### config.mk
export PLATFORM = sky130hd
export DESIGN_NAME = serial_vfd_display_controller
export DESIGN_NICKNAME = d
export VERILOG_FILES = /design/src/svfd_pkg.sv /design/src/svfd_decode.sv /design/src/svfd_ram.sv /design/src/serial_vfd_display_controller.sv
export SDC_FILE = /design/constraint.sdc
export NUM_CORES = 1
export LEC_CHECK = 0
export BUFFER_PORTS_ARGS = -buffer_cell sky130_fd_sc_hd__buf_4
export CORE_UTILIZATION = 30
export DETAILED_ROUTE_END_ITERATION = 10
export GPL_TIMING_DRIVEN = 1
export SLEW_MARGIN = 40
export SYNTH_ARGS = -nofsm -noshare
export SYNTH_HDL_FRONTEND = slang
export SYNTH_SLANG_ARGS = --single-unit
### constraint.sdc
create_clock -name clk -period 4.15 [get_ports clk]
set_input_delay 0.2075 -clock clk [delete_from_list [all_inputs] [get_ports clk]]
set_output_delay 0.2075 -clock clk [all_outputs]
set_load 0.02 [all_outputs]
### src/svfd_pkg.sv
`timescale 1ns / 1ps
// Shared types, constants and codes for the serial VFD display controller.
package svfd_pkg;

  // Display geometry
  localparam int unsigned DIGITS = 16;
  localparam int unsigned ADDR_W = $clog2(DIGITS);

  // Command groups, selected by the top three bits of a byte
  localparam logic [2:0] GRP_DUTY   = 3'b111;
  localparam logic [2:0] GRP_CURSOR = 3'b101;
  localparam logic [2:0] GRP_TEST   = 3'b100;
  localparam logic [2:0] GRP_DIGITS = 3'b110;

  // Character codes
  localparam logic [6:0] CHAR_BLANK    = 7'd32;
  localparam logic [6:0] CHAR_NULL_SUB = 7'd64;
  localparam logic [6:0] CHAR_DOT      = 7'd46;
  localparam logic [6:0] CHAR_COMMA    = 7'd44;

  localparam logic [4:0] DIGITS_DEFAULT = 5'(DIGITS);
  localparam logic [3:0] CURSOR_RESET   = 4'(DIGITS - 1);
  localparam logic [ADDR_W-1:0] CURSOR_STEP = ADDR_W'(1);
  localparam logic [2:0] BIT_LAST       = 3'd7;

  // Operation handed from the decode step to the digit RAM step
  typedef enum logic [1:0] {
    OP_NONE,
    OP_POINT,
    OP_CHAR,
    OP_CLEAR
  } ram_op_t;

  // One digit RAM entry: point code above character code
  typedef struct packed {
    logic [5:0] point;
    logic [6:0] chr;
  } entry_t;

  localparam entry_t ENTRY_RESET = '{point: 6'd0, chr: CHAR_BLANK};

  // Controller state outside the digit RAM
  typedef struct packed {
    logic              enabled;
    logic              clock_level;
    logic [7:0]        shift_byte;
    logic [2:0]        bit_count;
    logic [ADDR_W-1:0] cursor;
    logic [4:0]        duty;
    logic [4:0]        digits;
  } ctrl_t;

  localparam ctrl_t CTRL_RESET = '{
    enabled:     1'b0,
    clock_level: 1'b0,
    shift_byte:  8'd0,
    bit_count:   3'd0,
    cursor:      CURSOR_RESET,
    duty:        5'd0,
    digits:      5'd0
  };

  // RAM request from decode
  typedef struct packed {
    ram_op_t           op;
    logic [ADDR_W-1:0] addr;
    logic [6:0]        value;
  } ram_req_t;

  // Input word
  typedef struct packed {
    logic              cmd;
    logic              enable_line;
    logic              clock_line;
    logic              data_line;
    logic [7:0]        byte_value;
    logic [ADDR_W-1:0] read_index;
  } item_t;

  // Result word
  typedef struct packed {
    logic              disp_pulse;
    logic              duty_pulse;
    logic [4:0]        intensity;
    logic [4:0]        digit_count;
    logic [ADDR_W-1:0] cursor;
    logic              is_enabled;
    logic [6:0]        read_char;
    logic [5:0]        read_point;
  } result_t;

endpackage

### src/svfd_decode.sv
`timescale 1ns / 1ps
// Pin sampling, serial shift and byte decode for one input word.
module svfd_decode (
  input  svfd_pkg::item_t    item,
  input  svfd_pkg::ctrl_t    ctrl,
  output svfd_pkg::ctrl_t    ctrl_next,
  output svfd_pkg::ram_req_t req,
  output logic               inten_pulse
);

  logic       dec_en;
  logic [7:0] dec_byte;
  logic [7:0] shifted;
  logic [6:0] chr;

  always_comb begin
    ctrl_next   = ctrl;
    req         = '{op: svfd_pkg::OP_NONE, addr: ctrl.cursor, value: 7'd0};
    inten_pulse = 1'b0;
    dec_en      = 1'b0;
    dec_byte    = item.byte_value;
    shifted     = {ctrl.shift_byte[6:0], item.data_line};
    chr         = {1'b0, dec_byte[5:0]};

    // Sample pins or take a direct byte
    if (item.cmd) begin
      dec_en = ctrl.enabled;
    end else if (!item.enable_line) begin
      if (ctrl.enabled) begin
        ctrl_next   = svfd_pkg::CTRL_RESET;
        req.op      = svfd_pkg::OP_CLEAR;
        inten_pulse = 1'b1;
      end
      ctrl_next.enabled     = 1'b0;
      ctrl_next.clock_level = item.clock_line;
    end else begin
      ctrl_next.enabled = 1'b1;
      if (item.clock_line != ctrl.clock_level) begin
        // Shift on the falling edge, MSB first
        if (!item.clock_line) begin
          ctrl_next.shift_byte = shifted;
          ctrl_next.bit_count  = ctrl.bit_count + 3'd1;
          if (ctrl.bit_count == svfd_pkg::BIT_LAST) begin
            dec_en   = 1'b1;
            dec_byte = shifted;
          end
        end
        ctrl_next.clock_level = item.clock_line;
      end
    end

    // Decode a completed or direct byte
    chr = {1'b0, dec_byte[5:0]};
    if (chr == 7'd0) begin
      chr = svfd_pkg::CHAR_NULL_SUB;
    end
    if (dec_en) begin
      unique case (dec_byte[7:5])
        svfd_pkg::GRP_DUTY: begin
          if (ctrl.duty != dec_byte[4:0]) begin
            ctrl_next.duty = dec_byte[4:0];
            inten_pulse    = 1'b1;
          end
        end
        svfd_pkg::GRP_CURSOR: begin
          ctrl_next.cursor = dec_byte[svfd_pkg::ADDR_W-1:0];
        end
        svfd_pkg::GRP_TEST: begin
        end
        svfd_pkg::GRP_DIGITS: begin
          ctrl_next.digits = (dec_byte[4:0] == 5'd0) ? svfd_pkg::DIGITS_DEFAULT
                                                     : dec_byte[4:0];
        end
        default: begin
          req.value = chr;
          if (chr == svfd_pkg::CHAR_DOT || chr == svfd_pkg::CHAR_COMMA) begin
            req.op   = svfd_pkg::OP_POINT;
            req.addr = ctrl.cursor;
          end else begin
            ctrl_next.cursor = ctrl.cursor + svfd_pkg::CURSOR_STEP;
            req.op           = svfd_pkg::OP_CHAR;
            req.addr         = ctrl.cursor + svfd_pkg::CURSOR_STEP;
          end
        end
      endcase
    end
  end

endmodule

### src/svfd_ram.sv
`timescale 1ns / 1ps
// Digit RAM with per-entry valid bits and two registered read ports.
module svfd_ram (
  input  logic                                clk,
  input  logic                                rst,
  input  logic                                rd_en,
  input  logic [svfd_pkg::ADDR_W-1:0]         rd_addr_a,
  input  logic [svfd_pkg::ADDR_W-1:0]         rd_addr_b,
  output svfd_pkg::entry_t                    rd_data_a,
  output svfd_pkg::entry_t                    rd_data_b,
  input  logic                                wr_en,
  input  logic [svfd_pkg::ADDR_W-1:0]         wr_addr,
  input  svfd_pkg::entry_t                    wr_data,
  input  logic                                clr
);

  svfd_pkg::entry_t               mem [svfd_pkg::DIGITS];
  logic [svfd_pkg::DIGITS-1:0]    vld;

  // Write storage
  always_ff @(posedge clk) begin
    if (wr_en) begin
      mem[wr_addr] <= wr_data;
    end
  end

  // Track written entries; drop all on clear
  always_ff @(posedge clk) begin
    if (rst || clr) begin
      vld <= '0;
    end else if (wr_en) begin
      vld[wr_addr] <= 1'b1;
    end
  end

  // Register both reads; unwritten entries read as blank
  always_ff @(posedge clk) begin
    if (rd_en) begin
      rd_data_a <= vld[rd_addr_a] ? mem[rd_addr_a] : svfd_pkg::ENTRY_RESET;
      rd_data_b <= vld[rd_addr_b] ? mem[rd_addr_b] : svfd_pkg::ENTRY_RESET;
    end
  end

endmodule

### src/serial_vfd_display_controller.sv
`timescale 1ns / 1ps
// Pipeline: an accepted word is held in the s1 register for the RAM step and then
// loads the result register, which is the only path to the result handshake.
// Throughput: one word per cycle while the receiver keeps ready high; a held
// result stalls the RAM step and, one word later, the input.
// Reset: synchronous; clears control state and the RAM valid bits at once.
module serial_vfd_display_controller (
  input  logic              clk,
  input  logic              rst,
  input  logic              item_valid,
  output logic              item_ready,
  input  svfd_pkg::item_t   item,
  output logic              result_valid,
  input  logic              result_ready,
  output svfd_pkg::result_t result
);

  svfd_pkg::ctrl_t    ctrl;
  svfd_pkg::ctrl_t    ctrl_next;
  svfd_pkg::ram_req_t req;
  logic               inten_pulse;

  logic                              s1_valid;
  svfd_pkg::ram_req_t                s1_req;
  svfd_pkg::ctrl_t                   s1_ctrl;
  logic                              s1_inten;
  logic [svfd_pkg::ADDR_W-1:0]       s1_read_index;

  svfd_pkg::ram_op_t                 fwd_op;
  logic [svfd_pkg::ADDR_W-1:0]       fwd_addr;
  svfd_pkg::entry_t                  fwd_data;

  svfd_pkg::entry_t                  rd_tgt;
  svfd_pkg::entry_t                  rd_idx;
  svfd_pkg::entry_t                  old_tgt;
  svfd_pkg::entry_t                  old_idx;
  svfd_pkg::entry_t                  new_entry;
  logic                              wr_en;
  logic                              clr;
  logic                              disp;
  svfd_pkg::result_t                 result_next;

  logic accept;
  logic s1_adv;
  logic s1_fire;

  // Handshake
  assign s1_adv     = !result_valid || result_ready;
  assign item_ready = !s1_valid || s1_adv;
  assign accept     = item_valid && item_ready;
  assign s1_fire    = s1_valid && s1_adv;

  svfd_decode u_decode (
    .item        (item),
    .ctrl        (ctrl),
    .ctrl_next   (ctrl_next),
    .req         (req),
    .inten_pulse (inten_pulse)
  );

  svfd_ram u_ram (
    .clk       (clk),
    .rst       (rst),
    .rd_en     (accept),
    .rd_addr_a (req.addr),
    .rd_addr_b (item.read_index),
    .rd_data_a (rd_tgt),
    .rd_data_b (rd_idx),
    .wr_en     (wr_en),
    .wr_addr   (s1_req.addr),
    .wr_data   (new_entry),
    .clr       (clr)
  );

  // Advance control state on every accepted word
  always_ff @(posedge clk) begin
    if (rst) begin
      ctrl <= svfd_pkg::CTRL_RESET;
    end else if (accept) begin
      ctrl <= ctrl_next;
    end
  end

  // Hold the decoded word for the RAM step
  always_ff @(posedge clk) begin
    if (rst) begin
      s1_valid <= 1'b0;
    end else if (accept) begin
      s1_valid <= 1'b1;
    end else if (s1_fire) begin
      s1_valid <= 1'b0;
    end
  end

  always_ff @(posedge clk) begin
    if (accept) begin
      s1_req        <= req;
      s1_ctrl       <= ctrl_next;
      s1_inten      <= inten_pulse;
      s1_read_index <= item.read_index;
    end
  end

  // Capture the write that lands on the same edge as the new word's reads
  always_ff @(posedge clk) begin
    if (rst) begin
      fwd_op <= svfd_pkg::OP_NONE;
    end else if (accept) begin
      fwd_op <= s1_fire ? s1_req.op : svfd_pkg::OP_NONE;
    end
  end

  always_ff @(posedge clk) begin
    if (accept) begin
      fwd_addr <= s1_req.addr;
      fwd_data <= new_entry;
    end
  end

  // Merge forwarded write into the registered reads
  always_comb begin
    old_tgt = rd_tgt;
    old_idx = rd_idx;
    if (fwd_op == svfd_pkg::OP_CLEAR) begin
      old_tgt = svfd_pkg::ENTRY_RESET;
      old_idx = svfd_pkg::ENTRY_RESET;
    end else if (fwd_op == svfd_pkg::OP_POINT || fwd_op == svfd_pkg::OP_CHAR) begin
      if (fwd_addr == s1_req.addr) begin
        old_tgt = fwd_data;
      end
      if (fwd_addr == s1_read_index) begin
        old_idx = fwd_data;
      end
    end
  end

  // Apply the RAM operation and build the result word
  always_comb begin
    new_entry = old_tgt;
    disp      = 1'b0;
    wr_en     = 1'b0;
    clr       = 1'b0;
    unique case (s1_req.op)
      svfd_pkg::OP_POINT: begin
        new_entry.point = old_tgt.point | s1_req.value[5:0];
        disp            = (old_tgt.point == 6'd0);
        wr_en           = s1_fire;
      end
      svfd_pkg::OP_CHAR: begin
        new_entry.point = 6'd0;
        new_entry.chr   = s1_req.value;
        disp            = (old_tgt.chr != s1_req.value);
        wr_en           = s1_fire;
      end
      svfd_pkg::OP_CLEAR: begin
        disp = 1'b1;
        clr  = s1_fire;
      end
      svfd_pkg::OP_NONE: begin
      end
      default: begin
      end
    endcase

    result_next.disp_pulse  = disp;
    result_next.duty_pulse  = s1_inten;
    result_next.intensity   = s1_ctrl.duty;
    result_next.digit_count = s1_ctrl.digits;
    result_next.cursor      = s1_ctrl.cursor;
    result_next.is_enabled  = s1_ctrl.enabled;
    if (s1_req.op == svfd_pkg::OP_CLEAR) begin
      result_next.read_char  = svfd_pkg::ENTRY_RESET.chr;
      result_next.read_point = svfd_pkg::ENTRY_RESET.point;
    end else if ((s1_req.op == svfd_pkg::OP_POINT || s1_req.op == svfd_pkg::OP_CHAR)
                 && s1_req.addr == s1_read_index) begin
      result_next.read_char  = new_entry.chr;
      result_next.read_point = new_entry.point;
    end else begin
      result_next.read_char  = old_idx.chr;
      result_next.read_point = old_idx.point;
    end
  end

  // Output register
  always_ff @(posedge clk) begin
    if (rst) begin
      result_valid <= 1'b0;
    end else if (s1_fire) begin
      result_valid <= 1'b1;
    end else if (result_ready) begin
      result_valid <= 1'b0;
    end
  end

  always_ff @(posedge clk) begin
    if (s1_fire) begin
      result <= result_next;
    end
  end

endmodule

==> results of run 1 <==
==> report_power, final <==
group	total [mW]	leakage, nW	switching (mW)	internal, mW
Sequential	4.14	3.30	0.0633	4.07
Clock	3.29	0.584	1.40	1.88
Combinational	0.865	2.97	0.552	0.313
Total	8.29	6.85	2.02	6.27
==> layout make-up <==
| class | count | area, um2 | share of cell area [%] |
|---|---|---|---|
| antenna | 1 | 2.502 | 0.01265 |
| clock buffer | 47 | 1027 | 5.192 |
| clock inverter | 21 | 161.4 | 0.8158 |
| inverter | 12 | 47.55 | 0.2403 |
| multi-input combinational | 851 | 6331 | 32.00 |
| sequential | 360 | 10350 | 52.31 |
| tap | 748 | 935.9 | 4.730 |
| timing repair buffer | 118 | 929.6 | 4.699 |
==> state kept, by name, summed over array words and instances, names as in the netlist <==
name / cells
s1_valid: 1
u_ram.rd_data_a: 13
result_valid: 1
fwd_data: 13
result: 30
u_ram.mem: 208
u_ram.rd_data_b: 13
result_next: 15
fwd_op: 2
s1_read_index: 4
u_ram.vld: 16
fwd_addr: 4
s1_inten: 1
ctrl: 26
s1_req: 13
==> layer usage <==
metal  global-route usage, %  share of wire (%)
met4                   6.196                3.2
met2                   25.18                 46
met5                       0                  0
met3                   3.398                9.0
met1                   21.36                 42
==> worst min-delay path by stage <==
| stage | slack, ns | start | to |
|---|---|---|---|
| after floorplan | 0.31 | item[0] | s1_read_index[0] |
| after global placement | 0.41 | s1_inten | result[28] |
| after detailed placement | 0.40 | result_next[27] | result[27] |
| after CTS | 0.005 | result_ready | result_valid |
| after global routing | 0.05 | result_ready | result_valid |
| final | 0.03 | result_ready | result_valid |
==> worst max-delay path: cells and delay by family (launching register included) <==
family          cells  cell delay, ns
buf+inv             2            0.96
compound gates      3            0.80
simple gates        3            0.48
fa+ha+maj           2            0.37
flops               1            0.35
mux                 1            0.18
xor+xnor            1            0.17
==> synth_stat cells (all sizes together), types with 27 or more instances <==
cell | instances | area (um2)
mux2i | 68 | 680.7
nand3 | 72 | 360.4
dfxtp | 46 | 920.9
buf | 33 | 178.9
nor2 | 82 | 307.8
a32oi | 30 | 262.8
mux4 | 73 | 1644
clkbuf | 52 | 196.4
nand2 | 220 | 825.8
edfxtp | 314 | 9429
nand4 | 27 | 168.9
a21oi | 58 | 290.3
==> through the flow <==
stage               power [mW]  utilization [%]
finish                   8.290            35.63
global route             8.579            35.63
CTS                      8.355            35.61
detailed placement       5.066            33.36
global placement         5.049            33.33
floorplan                4.753                -
==> cells by family after synthesis <==
family | count (synthesis)
buf+inv | 97
compound gates | 179
mux | 145
fa+ha+maj | 8
flops | 360
simple gates | 497
xor+xnor | 22
==> results.cfg, run 1 <==
[place]
dp_hpwl_um = 28010
portBuffers = 51
dpl_cell_area_um2 = 18520
dp_slack_ns = 0.7239
dpl.cell_count = 2082
gp_congestion = 0.8608

[final_layout]
fillers = 5384
drive_above_1_share_pct = 19.45
area_growth_pct = 16.36
fin_cells = 2158
fin_nets = 1410
final_common_cell = edfxtp_1
mostFrequentLayoutCells = edfxtp_1 (314), nand2_1 (220), buf_4 (109)
design_area_um2 = 19790

[clock_tree]
path_clk_slew_ns = 0.06
cts_setup_buffers = 0
cts.sinks = 360
cts_buffers = 39
root_buffer = clkbuf_16
cts_buffer_depth = 3
insertion_delay_ns = 0.57
cts_max_level = 2
hold_buffers = 6
cts-resized-gates = 0
cts_tree = done

[synth]
synth_xor_area_share_pct = 1.177
synthesis.nets = 1336
synth_warnings = 0
syn_avg_cell_area_um2 = 13.00
synth_cell_types = 66
postSynthCellCount = 1308
synth_fa_ha_area_share_pct = 0.5887
synth_top_family_by_area = multiplexers
synthMuxAreaShare_pct = 13.94
syn-cell-area_um2 = 17000
synth_flop_cell = edfxtp_1
async_reset_ff_share_pct = 0
synth_edf_count = 314
yosysSeqAreaShare_pct = 60.87
synth-seq-cells = 360
synth-compound-area-share_pct = 7.483
synthSimpleGateAreaFrac_pct = 13.47

[setup_path]
endpoint = u_ram.rd_data_a[11]
end_kind = flop
cp-start-kind = flop
crit_path_top_delay_cell = buf_4
r2r_slack_ns = 0.65
rr_endpoint = u_ram.rd_data_a[11]
crit_chain = ha_1, ha_1, nand4bb_1, nor2_1, a22o_2, xnor2_4, clkinv_2, buf_4, mux2i_1, a32oi_1, nand4_1, a21oi_1
cp-startpoint = ctrl[14]
crit_path_max_incr_delay_ns = 0.49
timing.rr.start = ctrl[14]
path_common_cell = ha_1
worstPathRequired_ns = 4.57
crit_type = reg -> reg
arrival_ns = 3.92
crit_fanout = 40
r2r_cells = 12

[timing]
finClkSkew_ns = 0.02695
fin_crit_ns = 3.502
period_share_pct = 84.39
setup_viol = 0
max_slew_margin_pct = 42.85
hold_viol = 0
worstMarginPinSlew_ns = 0.8540
finalSetupTns_ns = 0
finalMaxSlewViolations = 0
max_freq_mhz = 285.5
whs_ns = 0.03164
rsz0062_at_grt = no
worst_slack_ns = 0.6479

[global_route]
grt_pass1_wl_um = 68810
grt_pass1_vias = 11270
grt_util_all_layers_pct = 15.95
antenna_found_initial = 2
grt_max_degree = 79
grt.overflow.total = 0

[die]
rows = 86
pin_count = 52
dieHeight_um = 240.1
core_um2 = 55520
die_area_um2 = 57640
initial_core_util_pct = 30.62
dieWidth_um = 240.1

[hold_path]
min_path_type = in -> reg
worstHoldPathCells = 4

[job]
drv_cap = 0

[drt]
vias = 11600
ant_nets = 0
avgViaCountPerCell = 5.376
dr.first_iter.drc_count = 1473
drc = 0
wire_per_inst_um = 21.19
drtPass1Iterations = 7
routed_wl_um = 45720

[run_status]
status = finished, final reports clean

[pwr]
ir_drop_mv = 0.2298
power_leakage_nw = 6.851
powerDensity_nw_per_um2 = 419.0
Note: power is estimated with default switching activity, not from simulation.
==> run 2, diff against run 1 <==
==> constraint.sdc (replaced) <==
create_clock -name clk -period 3.4 [get_ports clk]
set_input_delay 0.17 -clock clk [delete_from_list [all_inputs] [get_ports clk]]
set_output_delay 0.17 -clock clk [all_outputs]
set_load 0.02 [all_outputs]
==> run 2 against run 1 <==
  * Combinational power increased by 24%
  * Utilization increased by 0.35 points
  * Total power increased by 25%
  * Critical path type unchanged
  * Clock power increased by 29%
  * Flip-flop and latch count unchanged
  * Clock skew decreased by 0.0080 ns
  * Sequential share of layout area decreased by 0.50 points
==> results.cfg, run 2 (synthesized netlist as in run 1, its figures left out) <==
[run_status]
status = finished, final reports clean

[timing]
worstMarginPinSlew_ns = 0.8039
finalMaxSlewViolations = 0
max_freq_mhz = 317.8
period_share_pct = 92.56
setup_viol = 0
whs_ns = 0.01209
max_slew_margin_pct = 46.35
hold_viol = 0
rsz0062_at_grt = no
worst_slack_ns = 0.2530
finalSetupTns_ns = 0
fin_crit_ns = 3.147
finClkSkew_ns = 0.01891

[drt]
drtPass1Iterations = 6
drc = 0
dr.first_iter.drc_count = 1288
vias = 11580
routed_wl_um = 45410
ant_nets = 0
wire_per_inst_um = 20.98
avgViaCountPerCell = 5.351

[setup_path]
crit_fanout = 15
arrival_ns = 3.42
crit_type = reg -> reg
cp_num_cells = 11
crit_path_max_incr_delay_ns = 0.58
crit_path_top_delay_cell = a22oi_2
end_kind = flop
worstPathRequired_ns = 3.67
critical_path.top_delay_family = compound AO/OA/AOI/OAI gates
cp-start-kind = flop
crit_chain = ha_1, ha_1, nand4bb_1, nor2_2, a22oi_2, nor3_1, o31a_1, o31ai_1, a311oi_2, buf_12, a311o_1
path_common_cell = ha_1
r2r_cells = 11
critPathBufInv = 1

[global_route]
grt_pass1_wl_um = 69070
antenna_found_initial = 1
grt_max_degree = 79
grt_pass1_vias = 11240
grt.overflow.total = 0
grt_util_all_layers_pct = 15.75

[pwr]
power_leakage_nw = 6.926
ir_drop_mv = 0.2849
swShare_pct = 23.88
powerDensity_nw_per_um2 = 519.4
clkPwrFrac_pct = 41.1
p_sw_mw = 2.478
p_seq_share_pct = 48.6
p_comb_share_pct = 10.3
total_power_mw = 10.38
power.internal_mw = 7.898

[place]
gp_congestion = 0.8367
dp_hpwl_um = 29170
portBuffers = 51
dp_slack_ns = 0.2809

[die]
rows = 86
initial_core_util_pct = 30.62
die_area_um2 = 57640
core_um2 = 55520
dieHeight_um = 240.1
pin_count = 52
dieWidth_um = 240.1

[final_layout]
largest_reg_flops = 208
drive_above_1_share_pct = 20.41
diodes = 0
fillers = 5332
mostFrequentLayoutCells = edfxtp_1 (314), nand2_1 (220), buf_4 (108)
top_register = u_ram.mem
multiInputGateArea_um2 = 6332
final_common_cell = edfxtp_1
fin_nets = 1414
area_growth_pct = 17.49
largestRegisters = u_ram.mem x208, result x30, ctrl x26
regArea_um2 = 10350

[clock_tree]
cts_buffer_depth = 3
path_clk_slew_ns = 0.06
root_buffer = clkbuf_16
cts_buffers = 39
insertion_delay_ns = 0.54
cts.sinks = 360
cts_setup_buffers = 0
cts_max_level = 2
cts_tree = done

[job]
drv_cap = 0

[hold_path]
min_path_type = in -> reg
worstHoldPathCells = 4
run 2: changes by cell type in the layout (fill, tap and decap cells not counted), moves of 2 or more:
cell	before	now
buf_12	2	8
nor2_2	0	8
clkinvlp_4	0	3
nor2_1	82	74
bufinv_16	2	4
o31ai_1	1	3
clkinv_2	8	6
clkinv_1	11	9
run 2: area by class of cell:
| type | count | area share (%) |
|---|---|---|
| well taps | 748 | 4.685 |
| clock buffers | 49 | 5.336 |
| clock inverters | 22 | 1.077 |
| repair buffers | 122 | 5.161 |
| multi-input cells | 851 | 31.70 |
| flip-flops and latches | 360 | 51.81 |
| inverters | 12 | 0.2380 |
run 2: routing by layer:
layer | GRT usage (%) | share of wire (%) | wire length, um
met5 | 0 | 0 | 0
met3 | 2.824 | 7.3 | 3302
met1 | 21.68 | 43 | 19740
met4 | 5.231 | 3.1 | 1399
met2 | 24.99 | 46 | 20960
run 2: worst reg2reg max path, delay by kind of cell, from the launching register on:
family,cells,cell delay [ns]
AND/OR/NAND/NOR,3,0.31
buffers and inverters,1,0.22
AO/OA/AOI/OAI,5,1.62
flip-flops,1,0.32
adder cells (fa/ha/maj),2,0.42
run 2: timing repair:
action / 4_1_cts / 5_1_grt
resized for setup: 0 / 1
hold buffers: 6 / 0
endpoints found under the setup margin: 0 / 6
endpoints found under the hold margin: 13 / 0
run 2: worst paths after layout:
kind | start | to | slack [ns]
setup reg to reg | ctrl[14] | u_ram.rd_data_a[5] | 0.25
hold reg to reg | result_next[26] | result[26] | 0.42
setup / recovery | ctrl[14] | u_ram.rd_data_a[5] | 0.25
hold / removal | result_ready | result_valid | 0.01
run 2: stage by stage:
step	util (%)	std cells	cell area [um2]
after floorplan	-	1308	17010
after global placement	33.52	2087	18610
after detailed placement	33.56	2087	18630
after CTS	35.98	2164	19980
after global routing	35.98	2164	19980
final	35.98	2164	19980
run 2: power by group through the flow:
stage | Combinational (mW) | Clock, mW | Sequential, mW
2_1_floorplan | 0.670 | 0 | 5.13
3_3_place_gp | 1.04 | 0 | 5.14
3_5_place_dp | 1.05 | 0 | 5.14
4_1_cts | 1.06 | 4.35 | 5.04
5_1_grt | 1.15 | 4.52 | 5.05
6_report | 1.07 | 4.26 | 5.04
